**src/rtl/dfbp_pkg.sv**
```systemverilog
// Shared types and constants for the dual byte queue port.
// No dependencies; used by every module of the block.
`timescale 1ns / 1ps
`default_nettype none

package dfbp_pkg;

    localparam int RING_DEPTH_DEF = 1024;

    localparam logic [2:0] ACT_STATUS    = 3'd0;
    localparam logic [2:0] ACT_CPU_READ  = 3'd1;
    localparam logic [2:0] ACT_CPU_WRITE = 3'd2;
    localparam logic [2:0] ACT_NET_PUSH  = 3'd3;
    localparam logic [2:0] ACT_NET_POP   = 3'd4;

    localparam logic [7:0] STATUS_READY = 8'h02;
    localparam logic [7:0] STATUS_IDLE  = 8'h00;

    typedef struct packed {
        logic [2:0] action;
        logic [7:0] data_byte;
    } t_in_item;

    typedef struct packed {
        logic [7:0] read_value;
        logic       accepted;
    } t_out_item;

    typedef enum logic [1:0] {
        ST_IDLE,
        ST_LOAD,
        ST_RESP
    } t_state;

    typedef struct packed {
        logic take;
        logic load;
    } t_dp_cmd;

endpackage

`default_nettype wire

```
**src/rtl/dfbp_ctrl.sv**
```systemverilog
// Sequencer for the byte queue port: handshakes and datapath commands.
// Depends on dfbp_pkg.
`timescale 1ns / 1ps
`default_nettype none

module dfbp_ctrl (
    input  wire              i_clk,
    input  wire              i_rst_n,
    input  wire              i_in_valid,
    input  wire              i_out_ready,
    output logic             o_in_ready,
    output logic             o_out_valid,
    output dfbp_pkg::t_dp_cmd o_cmd
);

    dfbp_pkg::t_state r_state;
    dfbp_pkg::t_state n_state;

    always_ff @(posedge i_clk) begin
        if (!i_rst_n) begin
            r_state <= dfbp_pkg::ST_IDLE;
        end else begin
            r_state <= n_state;
        end
    end

    always_comb begin
        n_state = r_state;
        case (r_state)
            dfbp_pkg::ST_IDLE: begin
                if (i_in_valid) begin
                    n_state = dfbp_pkg::ST_LOAD;
                end
            end
            dfbp_pkg::ST_LOAD: begin
                n_state = dfbp_pkg::ST_RESP;
            end
            dfbp_pkg::ST_RESP: begin
                if (i_out_ready) begin
                    n_state = i_in_valid ? dfbp_pkg::ST_LOAD : dfbp_pkg::ST_IDLE;
                end
            end
            default: begin
                n_state = dfbp_pkg::ST_IDLE;
            end
        endcase
    end

    always_comb begin
        o_in_ready  = 1'b0;
        o_out_valid = 1'b0;
        o_cmd.load  = 1'b0;
        case (r_state)
            dfbp_pkg::ST_IDLE: begin
                o_in_ready = 1'b1;
            end
            dfbp_pkg::ST_LOAD: begin
                o_cmd.load = 1'b1;
            end
            dfbp_pkg::ST_RESP: begin
                o_out_valid = 1'b1;
                o_in_ready  = i_out_ready;
            end
            default: begin
                o_in_ready = 1'b0;
            end
        endcase
        o_cmd.take = o_in_ready & i_in_valid;
    end

endmodule

`default_nettype wire

```
**config.mk**
```make
export PLATFORM = sky130hd
export DESIGN_NAME = dfbp_ctrl
export DESIGN_NICKNAME = d
export VERILOG_FILES = /design/src/rtl/dfbp_pkg.sv /design/src/rtl/dfbp_ctrl.sv
export SDC_FILE = /design/constraint.sdc
export NUM_CORES = 1
export LEC_CHECK = 0
export BUFFER_PORTS_ARGS = -buffer_cell sky130_fd_sc_hd__buf_2
export CAP_MARGIN = 40
export CORE_AREA = 2 2 39 41
export DETAILED_ROUTE_END_ITERATION = 6
export DIE_AREA = 0 0 41 43
export HOLD_SLACK_MARGIN = 0.02
export SLEW_MARGIN = 10
export SYNTH_ARGS = -nofsm -noshare
export SYNTH_HDL_FRONTEND = slang
export SYNTH_SLANG_ARGS = --single-unit
```
**constraint.sdc**
```tcl
create_clock -name i_clk -period 1.7 [get_ports i_clk]
set_input_delay 0.34 -clock i_clk [delete_from_list [all_inputs] [get_ports i_clk]]
set_output_delay 0.34 -clock i_clk [all_outputs]
set_load 0.02 [all_outputs]
```
# After elaboration in Yosys (flattened, before gate mapping)
# Cells that the tools add are included.
word_totals:
  ff_bits: 2
  latch_bits: 0
  ramBits: 0
  romBits: 0
  out_inout_bits: 4
  elab_cells: 15
  memories: 0
classes:
  add_sub_neg: 0
  n_mul: 0
  n_div: 0
  order_cmp: 0
  eq_ne: 4
  n_shift: 0
  muxes: 7
  bitwise_logic: 1
  n_reduce_logical: 2
ops:
  columns: ["cell", "n"]
  rows:
  - ["$pmux 2 s3", 1]
  - ["$mux 2", 2]
  - ["$ne 2x2->1 const B", 2]
  - ["$mux 1", 3]
  - ["$eq 2x1->1 const B", 1]
  - ["$eq 2x2->1 const B", 1]
  - ["$logic_not 2->1", 1]
  - ["$pmux 1 s2", 1]
  - ["$reduce_and 2->1", 1]
  - ["$and 1x1->1", 1]

# Logic depth before layout (Yosys ltp)
depth:
  word_depth: 3
  ltp_mapped: 2
  ltp_nobuf: 2

# Least setup slack after synthesis
# Ideal clock, no wire load.
synth_path:
  path_kind: "flip-flop to output port"
  from: "register r_state[1]"
  to: "output o_cmd[1] (netlist bit)"
  t_arrival_ps: 947
  required_time_ps: 1360
  setup_slack_ps: 413
  stages_incl_launch_ff: 3
  path_buffers: 0
  cell_sequence: "dfxtp_1 > nor2b_4 > nor3b_1"
synth_rtl:
  columns: ["item", "line", "rtl"]
  rows:
  - ["from (decl)", "dfbp_ctrl.sv:16", "dfbp_pkg::t_state r_state;"]
  - ["from (signal assigned)", "dfbp_ctrl.sv:21", "r_state <= dfbp_pkg::ST_IDLE;"]
  - ["from (signal assigned)", "dfbp_ctrl.sv:23", "r_state <= n_state;"]
  - ["to (decl)", "dfbp_ctrl.sv:13", "output dfbp_pkg::t_dp_cmd o_cmd"]

==> results.yml <==
floorplan:
  ios: 8
  design.core.area_sq_um: 1380
  start_util_pct: 8.50
  dieWidth_um: 41
  die_area_sq_um: 1760
  num_rows: 14
  die_h_um: 43
timing:
  setup-violations-final: 0
  fin_ws_ns: 0.352
  hold_viol: 0
  fin_crit_ns: 1.35
  slew-limit-headroom_pct: 87.5
  worst_slew_pin_slew_ns: 0.184
  max_freq_mhz: 742
  rsz0062_at_grt: "no"
  fin_skew_ns: 0.00353
  setup_tns_ns: 0
  drv_slew: 0
  whs_ns: 0.332
  finalCritPeriodShare_pct: 79.3
clocking:
  numCtsBuffers: 3
  clkLatencyLatePin_ns: 0.23
  cts_root_buf: "clkbuf_4"
  clkTransAtPathRegs_ns: 0.03
  postCtsHoldBufs: 0
  cts_htree_levels: 1
  cts_num_sinks: 2
  cts_tree: "yes"
  max-clock-path-buffers: 2
  post_cts_resized: 0
  post_cts_buffers: 0
worst_setup_path:
  critPathKind: "flip-flop to output pin"
  r2r_setup_slack_ns: 0.88
  cp_max_fo: 4
  cp.arrival_ns: 1.01
  crit_path_end_kind: "output pin"
  critPathRequiredTime_ns: 1.36
  start_kind: "flip-flop"
place:
  portBuffers: 7
  place_congestion: 0.587
  dp_slack_ns: 0.507
  dpl.cell_count: 33
  placed_cell_area_sq_um: 165
global_routing:
  grt_pass1_wl_um: 427
  antenna_found_initial: 0
  track_usage_pct: 5.31
  grt_max_degree: 7
  grt_pass1_vias: 106
  grt_overflow: 0
final_layout:
  drive_above_1_share_pct: 60.0
  largest-register: "r_state"
  reg_top3: "r_state (2)"
  diodes: 0
  post_layout_nonfiller_instances: 36
  nFillCells: 157
  area_delta_synth_final_pct: 59.6
  finalInstanceArea_sq_um: 188
  utilization_pct: 13.6
  nets: 26
  largest_register_ffs: 2
synth:
  synth_fp_nets: 15
  synth_area_per_cell_sq_um: 10.7
  synthCells: 11
  synth.largest_area_cell: "dfxtp_1"
  synth_cell_types: 9
  syn_area_sq_um: 118
  yosysSeqAreaShare_pct: 34.0
  ys_warn_count: 0
  ys_ff_latch: 2
  yosys-top-cells-area: "dfxtp_1 (34%), nor4bb_2 (14%), nor3b_1 (13%)"
  yosysTopAreaCellShare_pct: 34.0
drt:
  top_layer_used: "met4"
  route.vias.total: 112
  route.detailed.drc: 0
  dr.pass1.iters: 1
  avgViaCountPerCell: 3.11
  wl_met2_um: 96
  wl_per_cell_um: 7.83
  met3_wirelength_um: 42
  wl_um: 282
  ant_nets: 0
  drt_iter0_drc: 0
  m1WireLength_um: 106
power_and_ir_drop:
  p_leak_nw: 0.0834
  ir_drop_mv: 0.145
  finalPower_uw: 191
  p_per_area_nw_per_um2: 1020
run:
  maxCapViolCount: 0
status:
  status: "finished, final reports clean"
hold_path:
  hold_path.class: "input pin to flip-flop"
-- kinds of logic (layout without fill, tap and decap cells) --
group,count (synthesis),count (layout),synth area share (%)
simple gates,7,7,53.2
flops,2,2,34.0
compound gates,1,1,6.39
buf+inv,1,10,6.39
-- power by group --
| part | switching [mW] | internal (mW) | total [mW] |
|---|---|---|---|
| logic | 0.0158 | 0.0146 | 0.0303 |
| clock network | 0.0289 | 0.0781 | 0.107 |
| registers | 0.00311 | 0.0501 | 0.0532 |
| total | 0.0478 | 0.143 | 0.191 |
-- worst paths after layout --
check | endpoint | depth (start not counted) | start
max | o_cmd[1] | 3 | r_state[1]$_SDFFE_PN0P_
max reg2reg | r_state[1]$_SDFFE_PN0P_ | 2 | r_state[0]$_SDFFE_PN0P_
min | r_state[1]$_SDFFE_PN0P_ | 2 | i_rst_n
min reg2reg | r_state[0]$_SDFFE_PN0P_ | 1 | r_state[0]$_SDFFE_PN0P_
-- Yosys cell counts --
| master | instances |
|---|---|
| buf_4 | 1 |
| nor2_1 | 1 |
| nor2b_4 | 1 |
| and2b_1 | 1 |
| nor3b_1 | 2 |
| nor2b_1 | 1 |
| nor4bb_2 | 1 |
| dfxtp_1 | 2 |
| o21a_1 | 1 |
-- routing by layer --
metal	up-vias	global-route usage [%]
li1	55	-
met1	43	4.15
met2	10	4.06
met3	4	3.14
met4	0	14.0
met5	-	0
-- worst max-delay path, stage by stage (launching register included) --
cell and delay (ns):
dfxtp_1 0.31, nor2b_4 0.14, nor3b_1 0.15, buf_2 0.19
-- layout make-up --
class	instances	area (sq um)	area share (%)
clock buffers	3	22.5	12.0
multi-input cells	8	70.1	37.3
repair buffers	7	35.0	18.7
flip-flops and latches	2	40.0	21.3
well taps	16	20.0	10.7
-- cell usage in the layout (no fill, tap or decap) --
cell type | synthesis | routed
and2b_1 | 1 | 1
buf_2 | 0 | 7
clkbuf_4 | 0 | 3
dfxtp_1 | 2 | 2
nor2_1 | 1 | 1
nor2b_1 | 1 | 1
nor2b_4 | 1 | 1
nor3b_1 | 2 | 2
nor4bb_2 | 1 | 1
o21a_1 | 1 | 1
No activity file was read; power rests on OpenSTA's default activity.
